## src/sv/bbsa_ram.sv

```systemverilog
module bbsa_ram #(
  parameter int WIDTH = 8,
  parameter int DEPTH = 16
) (
  input  logic                     clk,
  input  logic                     we,
  input  logic [$clog2(DEPTH)-1:0] addr,
  input  logic [WIDTH-1:0]         wdata,
  output logic [WIDTH-1:0]         rdata
);

  logic [WIDTH-1:0] mem [DEPTH];

  always_ff @(posedge clk) begin
    if (we) begin
      mem[addr] <= wdata;
    end
    rdata <= mem[addr];
  end

endmodule

```

## config.mk

```make
export PLATFORM = sky130hd
export DESIGN_NAME = bbsa_ram
export DESIGN_NICKNAME = d
export VERILOG_FILES = /design/src/sv/bbsa_ram.sv
export SDC_FILE = /design/constraint.sdc
export NUM_CORES = 1
export LEC_CHECK = 0
export ABC_AREA = 0
export CORE_UTILIZATION = 62
export CTS_CLUSTER_SIZE = 24
export DETAILED_ROUTE_END_ITERATION = 10
export DONT_BUFFER_PORTS = 1
export GPL_ROUTABILITY_DRIVEN = 0
export MAX_ROUTING_LAYER = met4
export PLACE_DENSITY = 0.76
export SLEW_MARGIN = 10
export SYNTH_ARGS = -nofsm -noshare
export SYNTH_HDL_FRONTEND = slang
export SYNTH_SLANG_ARGS = --single-unit
```

## constraint.sdc

```tcl
create_clock -name clk -period 1.8 [get_ports clk]
set_clock_uncertainty 0.05 [all_clocks]
set_input_delay 0 -clock clk [delete_from_list [all_inputs] [get_ports clk]]
set_output_delay 0 -clock clk [all_outputs]
set_load 0.1 [all_outputs]
```

## Yosys cells after proc, flatten, opt, wreduce, memory -nomap -nowiden

Memory sizes are Yosys's and may differ from the RTL's. A register that Yosys moved wholly into a read port is not among the register bits.
Index checks and enable logic that the tools add are counted.
Widths: inputs -> output; s select.

| word-level totals | value |
|---|---|
| flip-flop bits (word level) | 0 |
| bits in writable memories | 128 |
| input port bits | 14 |
| output and inout port bits | 8 |
| memories | 1 |

| cells by class | value |
|---|---|
| mux-type cells | 2 |

Memory list:

| name | depth | bits a word | read ports | clocked after Yosys merged registers in | wr ports | line | text |
|---|---|---|---|---|---|---|---|
| mem | 16 | 8 | 1 | 1 | 1 | 12 | `logic [WIDTH-1:0] mem [DEPTH];` |

Operators by type and width:

| cell | number |
|---|---|
| $mux 1 | 2 |

## Depth between registers and ports, before layout

Gate-level depths: netlist of run 1.

| logic depth | value |
|---|---|
| depth after elaboration | 2 |
| mapped depth | 5 |
| mapped depth without buffers | 3 |

## Least setup slack after synthesis of run 1

Ideal clock, no wire load.

| timing | value |
|---|---|
| path type | input port to flip-flop |
| from | in addr[2] |
| to | mem mem[0][0] (enable) |
| library setup time | 0.383 ns |
| arrival time | 1.110 ns |
| data required time | 1.367 ns |
| path slack | 0.257 ns |
| cell stages on the path | 2 |
| path buffers | 0 |
| cells stage by stage | or3b_2 nor3_1 |

RTL lines:

| element | line | text |
|---|---|---|
| start, declared | 7 | `input logic [$clog2(DEPTH)-1:0] addr,` |
| end, declared | 12 |  |

Straight into the memory's write port.

## Worst setup path after layout of run 1

| timing | value |
|---|---|
| from | in addr[1] |
| to | mem mem[11][7] (enable) |

Straight into the memory's write port.

==> impl_metrics.toml, run 1 <==
[timing]
hold_slack_ps = -186
rsz0062_at_grt = "no"
tightestPinTransition_ps = 761
max_freq_mhz = 624
setup_ws_ps = 198
fin_crit_sh_pct = 89.0
tns_ps = 0
relSlewSlack_pct = 49.1
slew_violations = 0
layout_min_cycle_time_ps = 1600
hold_violations = 8
setup_viol = 0

[worst_setup_path]
start_kind = "input port"
r2r-end = "rdata[2]$_DFF_P_"
crit_path_top_delay_cell = "dlygate4sd3_1"
cp_cell_sequence = "buf_12 -> nand2_1 -> dlygate4sd3_1 -> nor2_1 -> dlygate4sd3_1 -> buf_4"
r2r-start = "mem[3][2]$_DFFE_PP_"
crit_family = "buffers and inverters"
cpPeakStageDelay_ps = 620
path_buf_inv = 4
worstPathMaxFanout = 38
worstPathArrival_ps = 1770
worstPathRequired_ps = 1960
r2r_slack_ps = 330
worstRegToRegCells = 3
cpMostUsedCell = "dlygate4sd3_1"
endpoint_kind = "flop"
crit_type = "in2reg"

[floorplanning]
dieArea_sq_um = 8540
core_sq_um = 7810
die_h_microns = 92.4
die_w_microns = 92.4
ioPinCount = 22
rows = 32
initial_utilization_pct = 64.9

[finish]
area_delta_synth_final_pct = 21.9
final_util_pct = 79.1
fill_cells = 384
diodes = 0
drive_gt1_share_pct = 30.0
finalNetCount = 301
final_cell_mix = "128 x edfxtp_1, 32 x mux4_2, 25 x buf_4"
layout_commonest_cell = "edfxtp_1"
regArea_sq_um = 4000
multi_input_area_sq_um = 1000

[global_routing]
antenna_found_initial = 0
grt_pass1_wl_microns = 15700
grt_max_degree = 40
first_global_vias = 2666
grt-ovfl-total = 0
grt.total_usage_pct = 27.9
grt.busiest_layer = "met2"
grtUsageMet1_pct = 37.0
use_met2_pct = 42.8
grt_util_met3_pct = 7.88

[power_and_ir_drop]
leakagePower_nw = 2.05
vdd_drop_max_mv = 0.972
power_mw = 7.49
power_density_nw_per_um2 = 1210

[clocking]
clock_latency_ps = 510
clock-sinks = 136
ctsHoldBuffers = 24
ctsResizeCount = 0
ctsRootBufferMaster = "clkbuf_8"
cts_tree = "done"
htree_levels = 4
cts_buffers = 17
post_cts_buffers = 0
clk_pin_slew_worst_paths_ps = 60
clockBufferDepth = 2

[job]
drv_cap = 0

[placed_design]
dpl_worst_slack_ps = 366
portBuffers = 0
hpwl_microns = 5740

[min_path]
hold_end = "rdata[7]$_DFF_P_"
hold_depth = 3
hp-class = "in2reg"
min-delay-start = "addr[0]"

[drt]
num_vias = 2535
wl_per_cell_microns = 25.5
antenna_left = 0
via_per_inst = 6.31
drc = 0
dr.first_iter.drc_count = 324
routed_wl_microns = 10300
dr.pass1.iters = 5

[run_status]
violations = "negative hold slack"
status = "finished with violations"

[synth]
ys_seq_area_share_pct = 79.0
netlist_instances = 230
yosys.cell_types.count = 18
syn_area_per_cell_sq_um = 22.0
ys_ff_latch = 136
syn_area_sq_um = 5070
yosys_warnings = 0
syn-num-nets = 244
[area by class of cell]
class | count | area share, %
clock buffers | 19 | 6.99
clock inverters | 13 | 2.78
multi-input cells | 83 | 16.2
flip-flops and latches | 136 | 64.8
well taps | 102 | 2.07
repair buffers | 49 | 7.09
[worst max-delay path by stage]
stage	startpoint	end	slack [ps]	cells past startpoint
detailed placement	mem[3][2]$_DFFE_PP_	rdata[2]$_DFF_P_	370	3
floorplan	addr[2]	mem[0][0]$_DFFE_PP_	260	2
global placement	mem[3][2]$_DFFE_PP_	rdata[2]$_DFF_P_	410	3
finish	addr[1]	mem[11][7]$_DFFE_PP_	200	6
CTS	addr[1]	mem[11][5]$_DFFE_PP_	250	6
global route	addr[1]	mem[11][7]$_DFFE_PP_	170	6
[layer usage]
| layer | vias to the layer above | share of wire (%) |
|---|---|---|
| met3 | 22 | 6.9 |
| met2 | 125 | 50 |
| met4 | 0 | 1.7 |
| met1 | 1309 | 41 |
| met5 | - | 0 |
| li1 | 1079 | - |
[metrics by stage]
stage | area (sq um) | instances
6_report | 6180 | 402
5_1_grt | 6180 | 402
4_1_cts | 6180 | 402
3_5_place_dp | 5320 | 346
3_3_place_gp | 5320 | 346
2_1_floorplan | 5070 | 230
[cells in the mapped netlist]
cell type	count	share of area, %
a22oi_1	16	2.4
nand3b_1	2	0.30
nand3_1	1	0.099
buf_6	2	0.44
clkbuf_2	1	0.099
nor2_1	13	0.96
nand2_1	9	0.67
dfxtp_1	8	3.2
clkbuf_1	2	0.15
buf_2	2	0.20
and2_1	1	0.12
buf_1	4	0.30
nor2b_1	2	0.25
edfxtp_1	128	76
nand2b_1	2	0.25
nor3_1	4	0.40
or3b_2	1	0.17
mux4_2	32	14
[cells by family (layout without fill, tap and decap cells)]
| kind of cell | Yosys count | in the layout | synth area share [%] |
|---|---|---|---|
| flops | 136 | 136 | 79.0 |
| simple gates | 35 | 35 | 3.21 |
| mux | 32 | 32 | 14.2 |
| compound gates | 16 | 16 | 2.37 |
| buf+inv | 11 | 81 | 1.19 |
[report_power, final]
group | switching, mW | total [mW] | internal, mW
clock network | 1.28 | 3.43 | 2.16
logic | 0.319 | 0.487 | 0.168
registers | 0.0235 | 3.57 | 3.54
total | 1.62 | 7.49 | 5.87
[tightest hold or removal path, stage by stage]
cell and delay, ps:
mux4_2 200, a22oi_1 60, nand2_1 70
[state kept, by name (all words and copies together) (netlist names)]
register,cells
rdata,8
mem,128
Note: power is estimated with default switching activity, not from simulation.
==> run 2: changes to the inputs <==
--- a/config.mk
+++ b/config.mk
@@ -13,6 +13,7 @@
 export GPL_ROUTABILITY_DRIVEN = 0
 export MAX_ROUTING_LAYER = met4
 export PLACE_DENSITY = 0.76
+export REMOVE_ABC_BUFFERS = 1
 export SLEW_MARGIN = 10
 export SYNTH_ARGS = -nofsm -noshare
 export SYNTH_HDL_FRONTEND = slang
==> impl_metrics.toml, run 2 (same netlist as run 1, synthesis figures left out) <==
[run_status]
status = "finished with violations"
violations = "negative hold slack"

[finish]
regMostFlops = "mem"
fill_cells = 376
layout_commonest_cell = "edfxtp_1"
finalNetCount = 304
largest_register_ffs = 128
top_regs = "mem (128), rdata (8)"
final_cell_mix = "128 x edfxtp_1, 32 x mux4_2, 28 x buf_4"
area_delta_synth_final_pct = 22.3
drive_gt1_share_pct = 31.0
final_util_pct = 79.4
instances_no_fill = 407

[power_and_ir_drop]
leakagePower_nw = 2.07
power_density_nw_per_um2 = 1210
vdd_drop_max_mv = 0.779

[floorplanning]
dieArea_sq_um = 8540
die_w_microns = 92.4
core_sq_um = 7810
rows = 32
ioPinCount = 22
die_h_microns = 92.4
initial_utilization_pct = 64.9

[worst_setup_path]
worstRegToRegCells = 3
worstPathRequired_ps = 1970
worstPathMaxFanout = 5
endpoint_kind = "flop"
r2r_slack_ps = 310
start_kind = "input port"
r2r-start = "mem[3][5]$_DFFE_PP_"
crit_type = "in2reg"
r2r-end = "rdata[5]$_DFF_P_"
worstPathArrival_ps = 1870

[timing]
rsz0062_at_grt = "no"
fin_crit_sh_pct = 94.1
tightestPinTransition_ps = 698
hold_slack_ps = -188
hold_violations = 8
slew_violations = 0
relSlewSlack_pct = 53.4
setup_viol = 0
setup_ws_ps = 107
tns_ps = 0
max_freq_mhz = 591
layout_min_cycle_time_ps = 1690

[clocking]
clock_latency_ps = 510
cts_buffers = 17
ctsRootBufferMaster = "clkbuf_8"
clk_pin_slew_worst_paths_ps = 60
clockBufferDepth = 2
cts_tree = "done"
ctsHoldBuffers = 24
post_cts_buffers = 0
htree_levels = 4
clock-sinks = 136

[placed_design]
portBuffers = 0
dp_cells = 349
dpl_worst_slack_ps = 393
hpwl_microns = 5570

[global_routing]
grt_pass1_wl_microns = 15700
grt.total_usage_pct = 27.6
grt-ovfl-total = 0
grt_max_degree = 40
first_global_vias = 2694
antenna_found_initial = 2

[drt]
antenna_left = 0
wl_per_cell_microns = 25.1
dr.pass1.iters = 4
num_vias = 2524
routed_wl_microns = 10200
dr.first_iter.drc_count = 310
drc = 0
via_per_inst = 6.20

[job]
drv_cap = 0

[min_path]
hp-class = "in2reg"
hold_depth = 3
min-delay-start = "addr[0]"
hold_end = "rdata[1]$_DFF_P_"
==> run 2: timing repair <==
action,in CTS,in global routing
gates resized for setup,0,2
setup endpoints to repair,0,5
endpoints found under the hold margin,231,8
==> run 2: final cells by class <==
class	instances	area, sq um	share of cell area, %
flip-flops and latches	136	4000	64.6
multi-input cells	83	1010	16.3
repair buffers	52	460	7.43
clock buffers	17	414	6.68
clock inverters	15	175	2.83
well taps	102	128	2.06
diodes	2	5.00	0.0808
==> run 2: worst max-delay path: stages <==
cell,delay [ps]
dlygate4sd3_1,550
nand3b_1,100
dlygate4sd3_1,610
nor2_1,360
buf_4,240
==> run 2: how the worst max path moves through the flow <==
stage / startpoint / to / slack, ps / cells after the start
floorplan: addr[2] / mem[0][0]$_DFFE_PP_ / 260 / 2
global placement: mem[11][4]$_DFFE_PP_ / rdata[4]$_DFF_P_ / 390 / 3
detailed placement: mem[3][5]$_DFFE_PP_ / rdata[5]$_DFF_P_ / 390 / 3
CTS: addr[2] / mem[5][4]$_DFFE_PP_ / 20 / 5
global route: addr[2] / mem[5][4]$_DFFE_PP_ / 40 / 5
finish: we / mem[10][1]$_DFFE_PP_ / 110 / 5
==> run 2: where the power goes <==
group	internal, mW	switching, mW	leakage, nW
combinational	0.169	0.320	0.560
clock	2.11	1.31	0.282
sequential	3.54	0.0254	1.22
==> run 2: routing by layer <==
metal / GRT usage [%] / up-vias / share of wire [%]
li1: - / 1089 / -
met1: 34.9 / 1305 / 39
met2: 43.1 / 118 / 52
met3: 8.37 / 12 / 8.0
met4: 10.0 / 0 / 1.3
met5: - / - / 0
==> run 2: per-stage QoR <==
stage | area, sq um | power, mW
3_3_place_gp | 5350 | 4.01
6_report | 6200 | 7.48
3_5_place_dp | 5350 | 4.01
4_1_cts | 6180 | 7.50
5_1_grt | 6200 | 7.66
2_1_floorplan | 5010 | 3.92
