### config.mk
export PLATFORM = sky130hd
export DESIGN_NAME = bbsa_eval
export DESIGN_NICKNAME = d
export VERILOG_FILES = /design/src/sv/bbsa_pkg.sv /design/src/sv/bbsa_eval.sv
export SDC_FILE = /design/constraint.sdc
export NUM_CORES = 1
export LEC_CHECK = 0
export BUFFER_PORTS_ARGS = -buffer_cell sky130_fd_sc_hd__buf_2
export CAP_MARGIN = 5
export CORE_AREA = 3 3 62 64
export DETAILED_ROUTE_END_ITERATION = 6
export DIE_AREA = 0 0 65 67
export PLACE_DENSITY_LB_ADDON = 0.15
export SYNTH_ARGS = -nofsm -noshare
export SYNTH_HDL_FRONTEND = slang
export SYNTH_SLANG_ARGS = --single-unit
### constraint.sdc
create_clock -name vclk -period 1.5
set_input_delay 0.075 -clock vclk [all_inputs]
set_output_delay 0.075 -clock vclk [all_outputs]
set_load 0.01 [all_outputs]
### src/sv/bbsa_pkg.sv
package bbsa_pkg;

  // Table geometry and capacities
  localparam int SLOT_COUNT      = 128;
  localparam int VERTEX_CAPACITY = 1024;
  localparam int INDEX_CAPACITY  = 4096;
  localparam int OWNER_COUNT     = 4;

  localparam int SLOT_W  = $clog2(SLOT_COUNT);
  // fills must also hold an oversized first grant, so never narrower than the request
  localparam int VFILL_W = ($clog2(VERTEX_CAPACITY) > 10) ? $clog2(VERTEX_CAPACITY) : 10;
  localparam int IFILL_W = ($clog2(INDEX_CAPACITY) > 12) ? $clog2(INDEX_CAPACITY) : 12;
  localparam int TAG_W   = 3;
  localparam int KEY_W   = 16;

  // Request modes
  localparam logic [1:0] MODE_ALLOC = 2'd0;
  localparam logic [1:0] MODE_CLEAR = 2'd1;
  localparam logic [1:0] MODE_ENUM  = 2'd2;
  localparam logic [1:0] MODE_RSVD  = 2'd3;

  // Response status codes
  localparam logic [2:0] ST_APPEND  = 3'd0;
  localparam logic [2:0] ST_NEW     = 3'd1;
  localparam logic [2:0] ST_NONE    = 3'd2;
  localparam logic [2:0] ST_CLEARED = 3'd3;
  localparam logic [2:0] ST_FOUND   = 3'd4;

  // One slot table entry as stored in RAM
  typedef struct packed {
    logic [TAG_W-1:0]   tag;
    logic [KEY_W-1:0]   key;
    logic [VFILL_W-1:0] vfill;
    logic [IFILL_W-1:0] ifill;
  } entry_t;

  // Per-entry verdict from the evaluation unit
  typedef struct packed {
    logic               is_free;
    logic               owned;
    logic               hit;
    logic [VFILL_W:0]   vsum;
    logic [IFILL_W:0]   isum;
  } eval_t;

endpackage

### src/sv/bbsa_eval.sv
module bbsa_eval (
  input  bbsa_pkg::entry_t                 ent,
  input  logic                             ent_valid,
  input  logic [bbsa_pkg::TAG_W-1:0]       tag,
  input  logic [bbsa_pkg::KEY_W-1:0]       key,
  input  logic [bbsa_pkg::VFILL_W-1:0]     vreq,
  input  logic [bbsa_pkg::IFILL_W-1:0]     ireq,
  output bbsa_pkg::eval_t                  ev
);

  logic vroom;
  logic iroom;

  always_comb begin
    ev.vsum    = {1'b0, ent.vfill} + {1'b0, vreq};
    ev.isum    = {1'b0, ent.ifill} + {1'b0, ireq};
    // room means the sum stays strictly below capacity
    vroom      = 32'(ev.vsum) < bbsa_pkg::VERTEX_CAPACITY;
    iroom      = 32'(ev.isum) < bbsa_pkg::INDEX_CAPACITY;
    ev.is_free = !ent_valid || (ent.tag == '0);
    ev.owned   = ent_valid && (ent.tag == tag);
    ev.hit     = ev.owned && (ent.key == key) && vroom && iroom;
  end

endmodule

---- Word-level counts from Yosys, hierarchy flattened ----
Index checks and enable logic that the tools add are counted.
Widths: inputs -> output; s select.
operators by class
  add/subtract/negate cells ............... 2
  multipliers ............................. 0
  divide/modulo/power cells ............... 0
  order comparisons ....................... 2
  eq/ne operators ......................... 2
  shift operators ......................... 0
  multiplexer cells ....................... 0
  bitwise logic cells ..................... 0
  reductions and logical operators ........ 7
operator list
  operator              count
  $eq 16x16->1          1
  $add 12x12->13        1
  $lt 13x13->1 const B  1
  $add 10x10->11        1
  $lt 11x11->1 const B  1
  $logic_and 1x1->1     4
  $eq 3x3->1            1
  $logic_not 3->1       1
  $logic_not 1->1       1
  $logic_or 1x1->1      1
word-level totals
  register bits after elaboration ......... 0
  bits in latches ......................... 0
  RAM bits ................................ 0
  memory bits (read-only) ................. 0
  output and inout port bits .............. 27
  logic and storage cells ................. 13
  memories kept ........................... 0

---- Longest topological paths before layout ----
Gate-level depths: netlist of the first run.
  depth after elaboration ................. 5
  depth in mapped cells ................... 8

---- Worst setup path after synthesis of the first run ----
OpenSTA, ideal clock, no wires.
  path type ............................... input port to output port
  from .................................... in ent[0] (netlist bit)
  to ...................................... out ev[24] (netlist bit)
  data arrival time ....................... 1.580 ns
  required time ........................... 1.425 ns
  setup slack ............................. -0.155 ns
  stages .................................. 7
  path buffers ............................ 0
  cells stage by stage .................... ha_1 -> fa_1 -> a21oi_1 -> o211ai_1 -> nand2_1 -> o21ai_1 -> nor3_1
RTL lines
  what                line            text
  start: declaration  bbsa_eval.sv:2  input bbsa_pkg::entry_t ent,
  end: declaration    bbsa_eval.sv:8  output bbsa_pkg::eval_t ev

==> impl_metrics.toml, run 1 <==
[sta]
final-hold-violation-count = 0
worst_pin_slew_ps = 328
period_share_pct = 114
setup_slack_ps = -210
rsz0062_at_grt = "true"
drv_slew = 0
slew_headroom_pct = 78.1
clock.fmax_mhz = 585
setup_viol = 9
period_needed_ps = 1710
hold_ws_ps = 431

[yosys]
syn_area_per_cell_um2 = 7.53
syn_area_mm2 = 0.00116
synth_cells = 154
seq_area_frac_synth_pct = 0
ys.warnings.count = 0
syn_nets = 261
synth_cell_types = 29

[die]
die_area_mm2 = 0.00436
io_pins = 110
core_mm2 = 0.00334
rows = 21
die_width_um = 65
die_h_um = 67
start_util_pct = 34.8

[critical_path]
crit_path_end = "ev[6]"
startpoint = "ireq[0]"
cp-start-kind = "primary input"
cp-end-kind = "output port"
path_max_fanout = 2
worstPathRequired_ps = 1420
critical_path_class = "primary input to output port"
crit_arrival_ps = 1640

[placed_design]
place_area_mm2 = 0.00194
place_congestion = 0.793
placed_cells = 329
place.detailed.hpwl_um = 3270
port_buffers = 110
dp_worst_setup_slack_ps = -302

[power_and_ir_drop]
p_leak_nw = 1.10
power.total_mw = 1.02
pwr_density_cell_mw_per_mm2 = 438
ir_drop_mv = 0.236

[cells_and_area]
n_clock_buffer = 0
drive_gt1_share_pct = 63.9
seq_cell_count = 0
stdcell_count = 337
regArea_um2 = 0
area_growth_pct = 100
finalInstanceArea_mm2 = 0.00232
fin_nets = 400
diodes = 0

[detailed_routing]
drt_wl_total_um = 4270
routedWlPerCell_um = 12.7
drt_pass1_iterations = 4
ant_nets = 0
drcViolationCount = 0
vias = 1651
viasPerCell = 4.90
initialDrtViolationCount = 55

[hold_path]
hold_class = "primary input to output port"

[global_routing]
grt_max_degree = 7
track_usage_pct = 15.9
antenna_found_initial = 0
grt_pass1_vias = 1406
grt_pass1_wl_um = 5860
grt_overflow = 0

[cts]
cts_hold_buffers = 0

[run]
cap_violations = 0

[run_status]
outcome = "finished with violations"
violations = "negative setup slack"
[power by group]
| part | internal [mW] | total, mW | switching, mW |
|---|---|---|---|
| clock network | 0 | 0 | 0 |
| registers | 0 | 0 | 0 |
| logic | 0.547 | 1.02 | 0.469 |
[worst max-delay path, stage by stage]
cell,delay [ps]
buf_6,100
ha_4,160
fa_2,360
a21oi_2,160
buf_4,140
o21ai_2,70
o21a_1,180
nor2_1,120
xnor2_1,130
buf_2,150
[layout make-up]
type / instances / area, um^2
fillers: 281 / 1010
inverters: 5 / 18.8
multi-input cells: 149 / 1400
well taps: 46 / 57.6
repair buffers: 137 / 845
[cell usage in the layout (no fill, tap or decap), types with 3 or more instances in the layout]
master and instances:
buf_2 98, buf_4 25, xnor2_1 24, buf_6 13
nor2_1 12, ha_1 11, a21oi_2 10, ha_4 9
a21oi_1 8, nand2_1 8, o21ai_2 6, xor2_1 6
nand4_1 5, a21o_1 4, inv_1 3, o21a_1 3
o21ai_1 3, nor2b_2 3
[per-layer routing]
layer,vias to the layer above,GRT usage (%),wire length (um)
met5,-,0,0
met4,0,0.264,37
met3,4,0.675,203
met2,49,28.6,2320
met1,744,21.9,1710
li1,854,-,-
[per-stage QoR]
stage / util [%] / setup TNS, ps
finish: 69.6 / -961
floorplan: - / 0
global placement: 58.3 / -1730
CTS: 62.1 / -1050
global route: 69.6 / -1860
detailed placement: 58.3 / -1780
[repair_timing]
action,CTS,global route
resized for setup,21,39
buffers inserted,4,6
setup endpoints to repair,13,17
endpoints found under the hold margin,0,0
pin swaps,16,29
[how the worst min path moves through the flow]
stage / slack, ps / start / endpoint / depth (start not counted)
floorplan: 230 / ent[40] / ev[26] / 1
global placement: 430 / ent_valid / ev[26] / 3
detailed placement: 430 / ent_valid / ev[26] / 3
CTS: 430 / ent_valid / ev[26] / 3
global route: 450 / ent_valid / ev[26] / 3
finish: 430 / ent_valid / ev[26] / 3
[kinds of logic after synthesis]
family                     count (synthesis)  share of synthesized area, %
buffers and inverters                      5                          1.62
and+or+nand+nor                           43                          19.0
AOI/OAI and AO/OA                         50                          28.0
adders and majority gates                 24                          27.2
xor gates and xnor gates                  32                          24.2
[cell usage after synthesis (all sizes together)]
cell type,instances,area [um^2]
a31o,2,17.5
xor2,6,52.6
a211oi,3,22.5
nor2b,4,25.0
and3,1,11.3
a21oi,19,103
or2,2,12.5
o31ai,2,15.0
nand2b,1,6.26
fa,2,40.0
inv,5,18.8
xnor2,26,228
nand2,9,33.8
o21a,3,22.5
nor4,4,31.3
ha,22,275
nand4,5,31.3
a21o,4,30.0
a41oi,2,25.0
o211ai,2,15.0
o2111a,1,11.3
nor2,13,48.8
o21ai,11,55.1
nor3,4,20.0
o31a,1,8.76
Power figures use the tool's default switching activity.
==> inputs of run 2 (changes only) <==
Settings changed: PLACE_DENSITY set to 0.85, PLACE_DENSITY_LB_ADDON 0.15 to unset, SLEW_MARGIN set to 20.
==> run 2 against run 1 <==
Net effect:
- the run still ends with negative setup slack left
- combinational power is 7% lower
- cell count is 2.1% lower
- die area stayed put
- utilization is 3.8 points lower
- count of clock-buffer cells in the layout unchanged
- sequential share of layout area did not move
- critical path depth shrank 1
- sequential cell count did not move
- maximum frequency rose by 3.6%
- first-iteration DRC count decreased by 1.8%
- non-clock buffer count shrank 7
- critical path type unchanged
==> impl_metrics.toml, run 2 (synthesis gave the netlist of run 1 again) <==
[die]
core_mm2 = 0.00334
rows = 21
start_util_pct = 34.8
die_width_um = 65
die_area_mm2 = 0.00436
die_h_um = 67
io_pins = 110

[sta]
drv_slew = 0
worst_pin_slew_ps = 281
setup_viol = 8
period_share_pct = 110
setup_slack_ps = -151
period_needed_ps = 1650
slew_headroom_pct = 81.2
rsz0062_at_grt = "true"
fin_setup_tns_ps = -792
final-hold-violation-count = 0
hold_ws_ps = 437
clock.fmax_mhz = 606

[global_routing]
track_usage_pct = 15.0
grt_overflow = 0
antenna_found_initial = 0
grt_pass1_wl_um = 5510
grt_pass1_vias = 1389
grt_max_degree = 7

[critical_path]
cp-start-kind = "primary input"
worstPathRequired_ps = 1420
critical_path_class = "primary input to output port"
cp-end-kind = "output port"
crit_arrival_ps = 1580
path_max_fanout = 2

[detailed_routing]
drt_wl_total_um = 3890
initialDrtViolationCount = 54
drt_pass1_iterations = 4
routedWlPerCell_um = 11.8
viasPerCell = 4.84
ant_nets = 0
drcViolationCount = 0
vias = 1597

[power_and_ir_drop]
power.total_mw = 0.951
ir_drop_mv = 0.233
pwr_density_cell_mw_per_mm2 = 433
p_leak_nw = 1.05

[cells_and_area]
fin_nets = 393
utilization_pct = 65.8
fillers = 284
drive_gt1_share_pct = 62.7
area_growth_pct = 89.2
seq_cell_count = 0
diodes = 0
layout.cells.most_common = "buf_2"
n_clock_buffer = 0
mostFrequentLayoutCells = "buf_2 (105), xnor2_1 (24), buf_4 (20), nor2_1 (12), ha_1 (11)"
regArea_um2 = 0

[placed_design]
place_congestion = 0.775
place.detailed.hpwl_um = 3360
port_buffers = 110

[run_status]
outcome = "finished with violations"
violations = "negative setup slack"

[hold_path]
hold_path_depth = 3
hold_class = "primary input to output port"

[run]
cap_violations = 0
## run 2: cell types whose count changed in the layout (fill, tap and decap cells not counted), sizes merged
cell / previous run / this run
buf: 137 / 130
## run 2: area by class of cell
type	count	area (um^2)	area share (%)
Timing Repair Buffer	130	732	33.4
Multi-Input combinational cell	149	1390	63.2
Tap cell	46	57.6	2.62
Inverter	5	18.8	0.855
## run 2: routing by layer
metal / GRT usage [%] / vias up / share of wire, %
met5: 0 / - / 0
li1: - / 834 / -
met1: 18.6 / 714 / 40
met3: 0 / 0 / 5.1
met2: 30.4 / 49 / 55
met4: 0 / 0 / 0
## run 2: power breakdown
group	switching (mW)	internal (mW)
combinational	0.451	0.500
clock	0	0
sequential	0	0
## run 2: critical path, cell delays in order
cell and delay [ps]:
buf_6 100, ha_4 150, fa_2 340, a21oi_2 140, o211ai_1 120, a31o_1 240, a21oi_2 160, xnor2_2 120
buf_2 140
## run 2: worst paths after layout
kind | startpoint | endpoint
worst max-delay path | ireq[0] | ev[10]
worst min-delay path | ent_valid | ev[26]
## run 2: stage by stage
| stage | setup slack, ps | instance area (um^2) | instances |
|---|---|---|---|
| floorplan | 10.6 | 1190 | 154 |
| global route | -222 | 2190 | 330 |
| CTS | -205 | 2030 | 327 |
| detailed placement | -251 | 1920 | 326 |
| global placement | -219 | 1920 | 326 |
| finish | -151 | 2190 | 330 |
## run 2: what timing repair did
| action | CTS | global route |
|---|---|---|
| setup endpoints to repair | 13 | 14 |
| hold buffers | 0 | 0 |
| buffers inserted | 2 | 3 |
| pin swaps | 23 | 20 |
| gates resized for setup | 22 | 25 |
==> inputs of run 3 (changes only) <==
Settings changed: BUFFER_PORTS_ARGS -buffer_cell sky130_fd_sc_hd__buf_2 to unset, CORE_AREA 3 3 62 64 to 3 3 48 50, DIE_AREA 0 0 65 67 to 0 0 51 53, DONT_BUFFER_PORTS set to 1, PLACE_DENSITY 0.85 to 0.84.
Clock period 1.5 ns to 1.4 ns, I/O delays scaled along.
==> run 3 against run 2 <==
Net effect:
- the flow still finishes with violations (negative setup slack)
- final area is 25% lower
- combinational power is 10% lower
- sequential cell count stayed put
- wire length is 5.7% higher
- sequential share of layout area stayed put
- largest power group unchanged
- highest routed layer is now met4
==> impl_metrics.toml, run 3 (synthesis gave the netlist of run 1 again) <==
[detailed_routing]
vias = 1340
viasPerCell = 6.57
drt_pass1_iterations = 4
drcViolationCount = 0
ant_nets = 0
drt_wl_total_um = 4110
routedWlPerCell_um = 20.2
initialDrtViolationCount = 58

[power_and_ir_drop]
power.total_mw = 0.852
clkPwrFrac_pct = 0
p_seq_share_pct = 0
p_leak_nw = 0.635
pwr_density_cell_mw_per_mm2 = 520
combPwrFrac_pct = 100.0
switching_share_pct = 52.1
p_int_mw = 0.408
ir_drop_mv = 0.370
power.switching_mw = 0.444

[run_status]
outcome = "finished with violations"
violations = "negative setup slack"

[global_routing]
grt_overflow = 0
grt_pass1_wl_um = 5170
track_usage_pct = 24.0
grt_max_degree = 7
grt_pass1_vias = 1198
antenna_found_initial = 0

[critical_path]
cp-end-kind = "output port"
path_max_fanout = 2
worstPathRequired_ps = 1330
crit_arrival_ps = 1480
cp_common_cell = "a21oi_2"
cp_slowest_cell = "fa_2"
critical_path_class = "primary input to output port"
critPathMaxStageDelay_ps = 360
cp-start-kind = "primary input"
path_cells = "ha_4, fa_2, a21oi_2, o211ai_1, a31o_1, a21oi_2, xnor2_2"

[placed_design]
place_congestion = 0.734
place_area_mm2 = 0.00138
placed_cells = 197
port_buffers = 0
dp_worst_setup_slack_ps = -157
place.detailed.hpwl_um = 2800

[die]
rows = 16
die_area_mm2 = 0.00270
start_util_pct = 59.7
die_width_um = 51
core_mm2 = 0.00194
die_h_um = 53
io_pins = 110

[cells_and_area]
stdcell_count = 204
seq_cell_count = 0
fin_nets = 286
drive_gt1_share_pct = 37.3
mostFrequentLayoutCells = "xnor2_1 (21), buf_4 (19), a21oi_1 (13), nor2_1 (12), ha_1 (11)"
diodes = 0
regArea_um2 = 0
utilization_pct = 84.4
multi_input_area_mm2 = 0.00140
finalInstanceArea_mm2 = 0.00164
area_growth_pct = 41.3
n_clock_buffer = 0
fillers = 104
layout.cells.most_common = "xnor2_1"

[sta]
clock.fmax_mhz = 646
setup_viol = 8
drv_slew = 0
final-hold-violation-count = 0
period_needed_ps = 1550
slew_headroom_pct = 70.3
worst_pin_slew_ps = 442
rsz0062_at_grt = "true"
setup_slack_ps = -147
period_share_pct = 110

[run]
cap_violations = 0

[hold_path]
hold_class = "primary input to output port"
-- run 3: cell count changes in the layout (fill, tap and decap cells not counted), moves of 2 or more --
cell / change
buf_2: -105
a21oi_1: +3
a21oi_2: -3
xnor2_1: -3
ha_2: +2
ha_4: -2
nand2_2: -2
nor2b_1: +2
xnor2_2: +2
-- run 3: what timing repair did --
action	CTS	global route
hold buffers	0	0
cloned	0	0
pin swaps	27	18
resized for setup	16	21
setup buffers	5	4
endpoints found under the setup margin	9	15
-- run 3: critical path: cells and delay by family --
family | cells | cell delay [ps]
AO/OA/AOI/OAI | 4 | 740
adder cells (fa/ha/maj) | 2 | 500
XOR/XNOR | 1 | 150
-- run 3: power groups by stage --
stage                     Clock, mW  Sequential (mW)  Combinational, mW
after floorplan                   0                0              0.530
after global placement            0                0              0.648
after detailed placement          0                0              0.667
after CTS                         0                0              0.748
after global routing              0                0              0.915
final                             0                0              0.852
-- run 3: worst paths after layout --
check	startpoint	endpoint	slack, ps	depth (start not counted)
max	ireq[0]	ev[10]	-150	7
min	ent[40]	ev[26]	230	1
-- run 3: layout make-up --
class / instances / share of cell area (%)
inverters: 5 / 1.15
multi-input cells: 149 / 85.3
repair buffers: 23 / 11.5
well taps: 27 / 2.06
-- run 3: stage by stage --
step,hold slack (ps),setup TNS (ps)
final,228,-469
after global routing,232,-847
after CTS,230,-253
after detailed placement,230,-726
after global placement,225,-450
after floorplan,217,-158
-- run 3: metal layers --
layer	share of wire, %	up-vias	GRT usage [%]
met5	0	-	0
met4	0.92	0	5.83
met3	13	4	7.61
met2	50	94	42.5
met1	36	615	27.9
li1	-	627	-
